===== config.mk =====
export PLATFORM = sky130hd
export DESIGN_NAME = soa_apb_regs
export DESIGN_NICKNAME = d
export VERILOG_FILES = /design/src/rtl/soa_pkg.sv /design/src/rtl/soa_apb_regs.sv
export SDC_FILE = /design/constraint.sdc
export NUM_CORES = 1
export LEC_CHECK = 0
export ABC_CLOCK_PERIOD_IN_PS = 800
export BUFFER_PORTS_ARGS = -buffer_cell sky130_fd_sc_hd__buf_2
export CAP_MARGIN = 20
export CORE_UTILIZATION = 26
export CTS_BUF_LIST = sky130_fd_sc_hd__clkbuf_16
export CTS_CLUSTER_DIAMETER = 60
export DETAILED_ROUTE_END_ITERATION = 10
export MAX_ROUTING_LAYER = met4
export PLACE_DENSITY = 0.75
export RECOVER_POWER = 25
export SLEW_MARGIN = 10
export SYNTH_ARGS = -nofsm -noshare
export SYNTH_HDL_FRONTEND = slang
export SYNTH_SLANG_ARGS = --single-unit

===== constraint.sdc =====
create_clock -name clk -period 0.8 [get_ports clk]
set_clock_uncertainty 0.1 [all_clocks]
set_input_delay 0 -clock clk [delete_from_list [all_inputs] [get_ports clk]]
set_output_delay 0 -clock clk [all_outputs]
set_load 0.01 [all_outputs]

===== src/rtl/soa_pkg.sv =====
// Shared types and codes for the slab object allocator.
// No dependencies; every other file imports it.
package soa_pkg;

	localparam int HANDLE_W    = 10;
	localparam int NUM_SLABS   = 16;
	localparam int MAX_OBJECTS = 64;

	typedef enum logic [1:0] {
		TAG_NONE    = 2'd0,
		TAG_PARTIAL = 2'd1,
		TAG_FULL    = 2'd2,
		TAG_EMPTY   = 2'd3
	} tag_t;

	typedef enum logic [1:0] {
		ST_ALLOC   = 2'd0,
		ST_FREED   = 2'd1,
		ST_NO_PAGE = 2'd2,
		ST_IGNORED = 2'd3
	} status_t;

	typedef enum logic {
		OP_ALLOC = 1'b0,
		OP_FREE  = 1'b1
	} op_t;

	typedef struct packed {
		logic                op;
		logic [HANDLE_W-1:0] obj_handle;
	} req_t;

	typedef struct packed {
		logic [1:0]          status;
		logic [HANDLE_W-1:0] granted_handle;
		logic [6:0]          slab_in_use;
		logic [10:0]         live_objects;
		logic [4:0]          live_slabs;
	} rsp_t;

	localparam logic [6:0] CFG_RESET = 7'd32;

endpackage


===== src/rtl/soa_apb_regs.sv =====
// APB register block holding the per-slab object count.
// Depends on soa_pkg.
module soa_apb_regs import soa_pkg::*; (
	input  logic        clk,
	input  logic        arst_n,
	input  logic        psel,
	input  logic        penable,
	input  logic        pwrite,
	input  logic [2:0]  paddr,
	input  logic [31:0] pwdata,
	output logic [31:0] prdata,
	output logic        pready,
	output logic [6:0]  slab_capacity
);

	logic [6:0] cfg_q;

	always_ff @(posedge clk or negedge arst_n) begin
		if (!arst_n) begin
			cfg_q <= CFG_RESET;
		end else if (psel && penable && pwrite && paddr == 3'd0) begin
			cfg_q <= pwdata[6:0];
		end
	end

	assign pready        = 1'b1;
	assign prdata        = (paddr == 3'd0) ? {25'd0, cfg_q} : 32'd0;
	assign slab_capacity = cfg_q;

endmodule


# Yosys cells after proc, flatten, opt, wreduce, memory -nomap -nowiden
# Cells that the tools add are included.
# totals
output_inout_bits,40
in_bits,40
register_bits,7
# op_classes
mux,1
n_reduce_logical,4
# op_table
operator,count
2-to-1 mux 7 bit,1
logical AND 1 bit,3
zero test 3 bit,1

# Logic depth before layout (Yosys ltp)
# Gate-level depths: netlist of the first run.
# depth
word_depth,3
mapped_depth,4
mapped_depth_nobuf,3

# Worst setup path after synthesis of the first run
# No wires, ideal clock.
# synth_path
path_kind,input-to-reg
from,input port paddr[1]
to,"register cfg_q[0], in the netlist slab_capacity[0]"
path_stages,4
setup_time_ns,0.125
arrival_time_ns,0.930
slack_ns,-0.355
path_buffers,1
cell_sequence,nor3_2 > and4_1 > buf_6 > mux2_2
# synth_between
elab_chain_cells,2
# synth_lines
element,line,text
start: declaration,soa_apb_regs.sv:9,"input logic [2:0] paddr,"
zero test 3 bit,soa_apb_regs.sv:21,end else if (psel && penable && pwrite && paddr == 3'd0) begin
logical AND 1 bit,soa_apb_regs.sv:21,
end signal: assignment,soa_apb_regs.sv:22,cfg_q <= pwdata[6:0];
end: declaration,soa_apb_regs.sv:16,logic [6:0] cfg_q;
# No other way between the ends.
# A chain may end at the register's enable or synchronous reset.

# Worst setup path after layout of the first run
# layout_path
from,"register cfg_q[5], in the netlist slab_capacity[5]"
to,output port prdata[5]
# layout_between
elab_chain_cells,1
# layout_lines
element,line,text
2-to-1 mux 7 bit,soa_apb_regs.sv:27,"assign prdata = (paddr == 3'd0) ? {25'd0, cfg_q} : 32'd0;"
end: declaration,soa_apb_regs.sv:11,"output logic [31:0] prdata,"
# No other way between the ends.

==> summary.txt, run 1 <==
Critical path
  • Data required time of the worst path: 0.70 ns
  • Cell chain of the critical path: and2_4, buf_6
  • Critical path arrival: 0.97 ns
  • Critical Path Fanout Max: 2
  • CP Capture Type: primary output
  • Delay of the slowest critical-path stage: 0.52 ns
  • CP max stage cell: dfstp_2
  • Delay-heaviest family, CP: flip-flops
  • CP Launch Type: flip-flop
  • Crit path kind: reg -> out
  • CP bufs+invs: 1

Clocking
  • Clock tree buffer depth: 2
  • CTS Buf Count: 3
  • Clock Root Buffer: clkbuf_16
  • Reg clk slew, reported paths: 0.04 ns
  • CTS tree: built
  • # H-tree levels: 1
  • CTS Hold Bufs: 1
  • CTS Sinks: 7
  • Clk_lat worst skew: 0.23 ns

Global route
  • Vias in the first global route: 393
  • Global router's overall resource usage: 12.4%
  • Largest net degree at the start of global routing: 8
  • Antenna violations before repair: 0
  • GR Overflow Total: 0
  • First-pass GRT wire length: 1710 µm

Status
  • Status: finished, violations left
  • Failing checks: hold timing, setup timing

Power and ir drop
  • Peak supply drop: 0.000847 V
  • Internal Dissipation: 0.00146 W
  • P_sw: 0.000470 W
  • PnR Total Power: 0.00193 W
  • Combinational share of power: 30.7%
  • Clock share of power: 43.7%
  • Sw Ratio: 24.3%
  • Sequential share of power: 25.6%
  • Cell leakage power: 0.504 nW
  • PD cells: 2090 mW/mm²

Die
  • Core area: 0.00196 mm²
  • Core Rows: 16
  • Initial core utilization: 27.6%
  • Die Wd: 47.6 µm
  • I/O pin count: 80
  • Die height: 47.6 µm
  • Die area: 0.00227 mm²

Detailed routing
  • 1st-iter DRT viols: 3
  • Vias: 417
  • Residual DRC count: 0
  • Total wire length: 1210 µm
  • Drt first pass iters: 2
  • Post-DR wirelength/cell: 10.1 µm
  • DRT antenna net count: 0
  • Avg Vias per Cell: 3.48

Logic synthesis
  • Cell taking the most area after synthesis: buf_4
  • Synthesized cell area: 541 µm²
  • Library cells used by synthesis: 9
  • Synth warn: 0
  • Main area contributors after synthesis: buf_4 36%, dfrtp_1 28%, mux2_2 15%
  • Seq/Total Area, Yosys: 32.6%
  • Post-synth top area share: 36.1%
  • Syn Inst Count: 52
  • Register bit count reported by yosys: 7
  • Avg Synthesized Cell Area: 10.4 µm²

Finish
  • Final nets: 134
  • Layout area overhead: 71.1%
  • ANT cells: 0
  • Cell Count, Final, Fillers Out: 120
  • Layout cells sized above 1: 63.4%
  • Max FFs per register: 7

Placement
  • Placed Cells: 107
  • Detailed Place HPWL: 816 µm
  • PortBufs: 28
  • Routability congestion estimate: 0.682

Hold path
  • Hold Crit Class: in -> reg

STA
  • Post-route minimum period: 1.07 ns
  • RSZ-0062 raised after global routing: true
  • Final Hold Viols: 7
  • Finish-stage setup viols: 21
  • Final WS setup: -0.274 ns
  • Slew Limit Fails: 0
  • Fmax: 931 MHz
  • Period utilisation layout: 134%
  • Hold WS: -0.102 ns

Job
  • Max-Cap Viols: 0
==> logic make-up after synthesis <==
logic type    share of synthesized area [%]
simple gates                           13.2
buf+inv                                38.2
mux                                    14.6
other cells                            1.39
flops                                  32.6
==> routing by layer <==
metal	GRT usage, %	vias to the layer above	routed length, µm
li1	-	193	-
met1	11.0	199	429
met2	22.5	25	702
met3	5.66	0	80
met4	5.00	0	0
met5	-	-	0
==> power by group through the flow <==
stage | combinational (W) | clock [W] | sequential (W)
3_3_place_gp | 0.000339 | 0 | 0.000486
4_1_cts | 0.000574 | 0.000863 | 0.000490
2_1_floorplan | 0.000267 | 0 | 0.000513
3_5_place_dp | 0.000342 | 0 | 0.000489
6_report | 0.000594 | 0.000845 | 0.000494
5_1_grt | 0.000643 | 0.000880 | 0.000505
==> stage by stage <==
step	hold slack, ns	cell area, µm²	setup slack (ns)	TNS [ns]	util [%]
2_1_floorplan	-0.396	659	-0.284	-1.98	-
3_3_place_gp	-0.263	649	-0.370	-2.60	33.1
3_5_place_dp	-0.261	649	-0.397	-2.79	33.1
4_1_cts	-0.104	915	-0.281	-3.40	46.6
5_1_grt	-0.0916	925	-0.299	-3.98	47.1
6_report	-0.102	925	-0.274	-3.43	47.1
==> synthesized netlist by cell type <==
| cell | number |
|---|---|
| mux2_2 | 7 |
| and4_1 | 1 |
| buf_6 | 1 |
| nor3_2 | 1 |
| buf_4 | 26 |
| conb_1 | 2 |
| and2_2 | 7 |
| dfstp_2 | 1 |
| dfrtp_1 | 6 |
==> layout by cell type (no fill, tap or decap), types with 3 or more instances in the layout <==
| master | count |
|---|---|
| buf_2 | 14 |
| buf_4 | 3 |
| dfrtp_1 | 6 |
| buf_6 | 21 |
| and2_4 | 7 |
| mux2_4 | 7 |
| clkbuf_16 | 3 |
| conb_1 | 26 |
==> final timing paths <==
kind | startpoint | to | slack, ns | cells past startpoint
worst max-delay path | slab_capacity[5]$_DFFE_PN1P_ | prdata[5] | -0.27 | 2
worst min-delay path | pwdata[6] | slab_capacity[6]$_DFFE_PN0P_ | -0.10 | 2
worst max register to register | slab_capacity[0]$_DFFE_PN0P_ | slab_capacity[0]$_DFFE_PN0P_ | -0.22 | 2
worst min register to register | slab_capacity[1]$_DFFE_PN0P_ | slab_capacity[1]$_DFFE_PN0P_ | 0.46 | 1
max in group asynchronous | arst_n | slab_capacity[5]$_DFFE_PN1P_ | 0.19 | 2
min in group asynchronous | arst_n | slab_capacity[6]$_DFFE_PN0P_ | 0.10 | 2
==> final cells by class <==
class,instances,area [µm²]
flip-flops and latches,7,176
well taps,27,33.8
clock buffers,3,75.1
clock inverters,1,5.00
multi-input cells,42,292
fillers,193,1040
repair buffers,40,343
==> repair_timing <==
item / 4_1_cts / 5_1_grt
resized for setup: 27 / 3
endpoints found under the hold margin: 14 / 7
setup endpoints to repair: 21 / 21
setup buffers: 8 / 0
pin swaps: 2 / 2
gates cloned: 0 / 0
Power figures use the tool's default switching activity.
==> inputs of run 2 (changes only) <==
- PLACE_DENSITY: 0.75 -> default
- PLACE_DENSITY_LB_ADDON: default -> 0.1
- RECOVER_POWER: 25 -> default
==> run 2 against run 1 <==
Effect of this change:
- the run still ends with hold timing, setup timing left
- final area down 3.8%
- register-to-register slack improved by 0.02 ns
- clock power decreased by 2%
- sequential share of layout area is 0.75 points higher
- critical path depth unchanged
- via count is 1.2% lower
- sequential power is essentially flat
- wire length shrank 12%
- worst hold slack improved by 0.0025 ns
- utilization fell by 1.8 points
- first-iteration DRC count up 100%
- maximum frequency fell by 0.36%
==> summary.txt, run 2 (same netlist as run 1, synthesis figures left out) <==
Power and ir drop
  • Sequential share of power: 26.3% (+0.7 points)
  • Internal Dissipation: 0.00143 W (-2.5%)
  • P_sw: 0.000444 W (-5.6%)
  • Clock share of power: 44.4% (+0.7 points)
  • Peak supply drop: 0.00108 V (+27%)
  • PnR Total Power: 0.00187 W (-3.2%)
  • Sw Ratio: 23.7% (-0.59 points)
  • Combinational share of power: 29.2% (-1.5 points)
  • Cell leakage power: 0.491 nW (-2.7%)
  • PD cells: 2100 mW/mm² (+0.58%)

STA
  • Finish-stage setup viols: 21 (unchanged)
  • Post-route minimum period: 1.08 ns (+0.00383 ns)
  • Period utilisation layout: 135% (+0.48 points)
  • Hold WS: -0.0992 ns (+0.00250 ns)
  • Final TNS setup: -3.30 ns (+0.136 ns)
  • Slew Limit Fails: 0 (unchanged)
  • RSZ-0062 raised after global routing: true
  • Final Hold Viols: 7 (unchanged)
  • Fmax: 928 MHz (-0.36%)
  • Final WS setup: -0.278 ns (-0.00383 ns)

Clocking
  • CTS tree: built
  • Reg clk slew, reported paths: 0.03 ns (about the same)
  • Clock Root Buffer: clkbuf_16
  • Clk_lat worst skew: 0.23 ns (about the same)
  • CTS Buf Count: 3 (unchanged)
  • CTS Hold Bufs: 1 (unchanged)
  • # H-tree levels: 1 (unchanged)
  • Clock tree buffer depth: 2 (unchanged)
  • CTS Sinks: 7 (unchanged)

Critical path
  • Worst R2R Start: slab_capacity[4]$_DFFE_PN0P_
  • Worst Reg-to-Reg Cells: 2 (unchanged)
  • CP Capture Type: primary output
  • Reg-to-reg endpoint: slab_capacity[4]$_DFFE_PN0P_
  • Reg-to-reg setup timing slack: -0.20 ns (+0.02 ns)
  • Critical path arrival: 0.98 ns (about the same)
  • Crit path kind: reg -> out
  • Critical Path Fanout Max: 3 (+1)
  • CP Launch Type: flip-flop
  • Data required time of the worst path: 0.70 ns (about the same)

Finish
  • Cell Count, Final, Fillers Out: 118 (-1.7%)
  • Layout cells sized above 1: 62.6% (-0.80 points)
  • Leading cell types in the layout, fill and taps excluded: 26 x conb_1, 19 x buf_2, 16 x buf_6, 7 x and2_4
  • Post-route cell area: 890 µm² (-3.8%)
  • Max FFs per register: 7 (unchanged)
  • Most common cell after layout, fill and taps aside: conb_1
  • Final nets: 132 (-1.5%)
  • Layout area overhead: 64.6%
  • ANT cells: 0 (unchanged)

Hold path
  • Worst Hold Endpoint: slab_capacity[1]$_DFFE_PN0P_
  • Worst hold start: pwdata[1]
  • Hold Crit Class: in -> reg
  • Hold depth: 2 (unchanged)

Detailed routing
  • 1st-iter DRT viols: 6 (+3)
  • Total wire length: 1060 µm (-12%)
  • Drt first pass iters: 2 (unchanged)
  • Vias: 412 (-1.2%)
  • Post-DR wirelength/cell: 9.00 µm (-11%)
  • DRT antenna net count: 0 (unchanged)
  • Residual DRC count: 0 (unchanged)
  • Avg Vias per Cell: 3.49 (+0.48%)

Placement
  • PortBufs: 28 (unchanged)
  • Detailed Place HPWL: 727 µm (-11%)
  • Worst slack, placed: -0.400 ns (-0.00278 ns)
  • Placed Cells: 107 (unchanged)
  • Routability congestion estimate: 0.616 (-9.7%)
  • Placed cell areas: 662 µm² (+1.9%)

Global route
  • First-pass GRT wire length: 1300 µm (-24%)
  • Global router's overall resource usage: 9.70% (-2.7 points)
  • Largest net degree at the start of global routing: 8 (unchanged)
  • Antenna violations before repair: 0 (unchanged)
  • Vias in the first global route: 309 (-21%)
  • GR Overflow Total: 0 (unchanged)

Die
  • Core Rows: 16 (unchanged)
  • Die Wd: 47.6 µm (unchanged)
  • I/O pin count: 80 (unchanged)
  • Core area: 0.00196 mm² (unchanged)
  • Die area: 0.00227 mm² (unchanged)
  • Initial core utilization: 27.6% (unchanged)
  • Die height: 47.6 µm (unchanged)

Status
  • Status: finished, violations left
  • Failing checks: hold timing, setup timing

Job
  • Max-Cap Viols: 0 (unchanged)
-- run 2: timing repair --
item | in CTS | in global routing
buffers inserted | 6 | 0
gates resized for setup | 22 | 2
endpoints found under the setup margin | 21 | 21
hold endpoints to repair | 14 | 7
-- run 2: power by group through the flow --
stage                     Clock [W]  Combinational [W]  Sequential, W
after global routing       0.000870           0.000596       0.000505
after detailed placement          0           0.000355       0.000489
final                      0.000831           0.000546       0.000493
after floorplan                   0           0.000267       0.000513
after CTS                  0.000861           0.000535       0.000490
after global placement            0           0.000357       0.000486
-- run 2: worst max path at each step --
stage                                             from                           end  slack [ns]  cells past startpoint
final                     slab_capacity[5]$_DFFE_PN1P_                     prdata[5]       -0.28                      2
after global placement                        paddr[2]  slab_capacity[4]$_DFFE_PN0P_       -0.40                      5
after floorplan                               paddr[2]  slab_capacity[0]$_DFFE_PN0P_       -0.28                      4
after CTS                 slab_capacity[5]$_DFFE_PN1P_                     prdata[5]       -0.29                      2
after detailed placement                      paddr[2]  slab_capacity[6]$_DFFE_PN0P_       -0.40                      5
after global routing      slab_capacity[5]$_DFFE_PN1P_                     prdata[5]       -0.30                      2
-- run 2: routing by layer --
layer | GRT usage [%] | vias up | wire (µm)
met5 | - | - | 0
met4 | 3.33 | 0 | 0
met3 | 6.79 | 0 | 102
met2 | 14.8 | 33 | 537
met1 | 9.82 | 188 | 421
li1 | - | 191 | -
-- run 2: per-stage QoR --
step / hold slack (ns) / utilization [%]
floorplan: -0.396 / -
global placement: -0.253 / 33.7
detailed placement: -0.261 / 33.7
CTS: -0.106 / 45.0
global route: -0.0912 / 45.3
finish: -0.0992 / 45.3
-- run 2: cell type report --
| cell class | count | area [µm²] |
|---|---|---|
| clock buffers | 3 | 75.1 |
| clock inverters | 1 | 3.75 |
| fillers | 209 | 1070 |
| multi-input cells | 42 | 288 |
| flip-flops and latches | 7 | 176 |
| well taps | 27 | 33.8 |
| repair buffers | 38 | 313 |
-- run 2: worst max-delay path, cell delays in order, from the launching register on --
cell	delay (ns)
dfstp_2	0.53
and2_4	0.13
buf_6	0.09
==> inputs of run 3 (changes only) <==
- CORE_ASPECT_RATIO: default -> 0.7
==> run 3 against run 2 <==
Effect of this change:
- the flow still finishes with violations (hold timing, setup timing)
- combinational power shrank 15%
- clock power shrank 2%
- worst hold slack gained 0.0021 ns
- critical path depth is the same
- count of clock-buffer cells in the layout is the same
- utilization shrank 0.64 points
- final area shrank 4.4%
- maximum frequency is essentially flat
- sequential share of layout area grew 0.90 points
- worst setup slack gained 0.00080 ns
- sequential power is essentially flat
- critical path type unchanged
- largest cell class is now multi-input gates
==> summary.txt, run 3 (same netlist as run 1, synthesis figures left out) <==
Critical path
  • Critical path arrival: 0.98 ns (about the same)
  • Reg-to-reg setup timing slack: -0.18 ns (+0.02 ns)
  • Crit path kind: reg -> out
  • Data required time of the worst path: 0.70 ns (about the same)
  • Worst Setup EP: prdata[5]
  • Worst Setup SP: slab_capacity[5]$_DFFE_PN1P_
  • Worst Reg-to-Reg Cells: 2 (unchanged)
  • Worst R2R Start: slab_capacity[4]$_DFFE_PN0P_
  • Reg-to-reg endpoint: slab_capacity[4]$_DFFE_PN0P_
  • CP Capture Type: primary output
  • CP Launch Type: flip-flop
  • Critical Path Fanout Max: 3 (unchanged)

Detailed routing
  • DRT antenna net count: 0 (unchanged)
  • Residual DRC count: 0 (unchanged)
  • Post-DR wirelength/cell: 8.89 µm (-1.2%)
  • 1st-iter DRT viols: 2 (-4)
  • Vias: 382 (-7.3%)
  • Avg Vias per Cell: 3.50 (+0.37%)
  • Total wire length: 969 µm (-8.8%)
  • Drt first pass iters: 2 (unchanged)

Clocking
  • CTS Sinks: 7 (unchanged)
  • Clock tree buffer depth: 2 (unchanged)
  • CTS Buf Count: 3 (unchanged)
  • Reg clk slew, reported paths: 0.03 ns (about the same)
  • Clk_lat worst skew: 0.23 ns (about the same)
  • CTS tree: built
  • # H-tree levels: 1 (unchanged)
  • Clock Root Buffer: clkbuf_16
  • CTS Hold Bufs: 1 (unchanged)

Die
  • Die Wd: 56.5 µm (+19%)
  • I/O pin count: 80 (unchanged)
  • Die height: 40.1 µm (-16%)
  • Core Rows: 13 (-3)
  • Core area: 0.00190 mm² (-3.0%)
  • Die area: 0.00227 mm² (+0.12%)
  • Initial core utilization: 28.4% (+0.85 points)

STA
  • Fmax: 929 MHz (about the same)
  • Hold WS: -0.0971 ns (+0.00207 ns)
  • Post-route minimum period: 1.08 ns (-0.000797 ns)
  • Final TNS setup: -3.10 ns (+0.200 ns)
  • Final Hold Viols: 7 (unchanged)
  • Period utilisation layout: 135% (about the same)
  • RSZ-0062 raised after global routing: true
  • Slew Limit Fails: 0 (unchanged)
  • Finish-stage setup viols: 21 (unchanged)
  • Final WS setup: -0.277 ns (+0.000797 ns)

Global route
  • Largest net degree at the start of global routing: 8 (unchanged)
  • GR Overflow Total: 0 (unchanged)
  • First-pass GRT wire length: 1440 µm (+11%)
  • Antenna violations before repair: 0 (unchanged)
  • Vias in the first global route: 318 (+2.9%)
  • Global router's overall resource usage: 9.96% (+0.27 points)

Placement
  • Detailed Place HPWL: 786 µm (+8.1%)
  • Routability congestion estimate: 0.625 (+1.4%)
  • Placed cell areas: 663 µm² (+0.19%)
  • Worst slack, placed: -0.441 ns (-0.0419 ns)
  • PortBufs: 28 (unchanged)

Hold path
  • Hold Crit Class: in -> reg
  • Hold depth: 2 (unchanged)

Job
  • Max-Cap Viols: 0 (unchanged)

Power and ir drop
  • Peak supply drop: 0.00184 V (+71%)
  • PD cells: 2090 mW/mm² (-0.74%)
  • Cell leakage power: 0.471 nW (-4.1%)

Finish
  • Leading cell types in the layout, fill and taps excluded: 26 x conb_1, 17 x buf_2, 14 x buf_6, 7 x and2_4
  • Share of the core filled with cells: 44.7% (-0.64 points)
  • Layout area overhead: 57.4%
  • Final nets: 128 (-3.0%)
  • Filler instances: 197 (-5.7%)
  • Most common cell after layout, fill and taps aside: conb_1
  • Layout cells sized above 1: 60.9% (-1.7 points)
  • Max FFs per register: 7 (unchanged)
  • Post-route cell area: 851 µm² (-4.4%)
  • ANT cells: 0 (unchanged)

Status
  • Status: finished, violations left
  • Failing checks: hold timing, setup timing
==> run 3: area by class of cell <==
type	count	area (µm²)	area share, %
clock buffer	3	75.1	8.82
timing repair buffer	34	280	32.9
sequential	7	176	20.7
clock inverter	1	3.75	0.441
multi-input combinational	42	288	33.8
tap	22	27.5	3.24
==> run 3: through the flow <==
step	hold WS [ns]	instances	power, W
2_1_floorplan	-0.396	76	0.000780
3_3_place_gp	-0.257	103	0.000854
3_5_place_dp	-0.261	103	0.000859
4_1_cts	-0.0980	109	0.00179
5_1_grt	-0.0981	109	0.00188
6_report	-0.0971	109	0.00178
==> run 3: power breakdown <==
group | switching (W) | total, W | internal (W)
sequential | 0.0000611 | 0.000494 | 0.000433
combinational | 0.000183 | 0.000463 | 0.000280
clock | 0.000170 | 0.000818 | 0.000648
==> run 3: critical path: stages, from the launching register on <==
cell	delay [ns]
dfstp_2	0.53
and2_4	0.13
buf_6	0.09
==> run 3: timing repair <==
item,4_1_cts,5_1_grt
setup endpoints to repair,21,21
endpoints found under the hold margin,14,7
setup buffers,1,0
resized for setup,20,2
pin swaps,2,2
==> run 3: how the worst min path moves through the flow <==
stage	endpoint	startpoint	slack [ns]
2_1_floorplan	slab_capacity[0]$_DFFE_PN0P_	arst_n	-0.40
3_3_place_gp	slab_capacity[1]$_DFFE_PN0P_	arst_n	-0.26
3_5_place_dp	slab_capacity[1]$_DFFE_PN0P_	arst_n	-0.26
4_1_cts	slab_capacity[4]$_DFFE_PN0P_	pwdata[4]	-0.1
5_1_grt	slab_capacity[4]$_DFFE_PN0P_	pwdata[4]	-0.1
6_report	slab_capacity[4]$_DFFE_PN0P_	pwdata[4]	-0.1
==> run 3: routing by layer <==
| layer | GRT usage (%) | vias up | share of wire (%) |
|---|---|---|---|
| li1 | - | 182 | - |
| met1 | 11.1 | 168 | 43 |
| met2 | 14.7 | 30 | 44 |
| met3 | 6.13 | 2 | 13 |
| met4 | 3.66 | 0 | 0.62 |
| met5 | - | - | 0 |
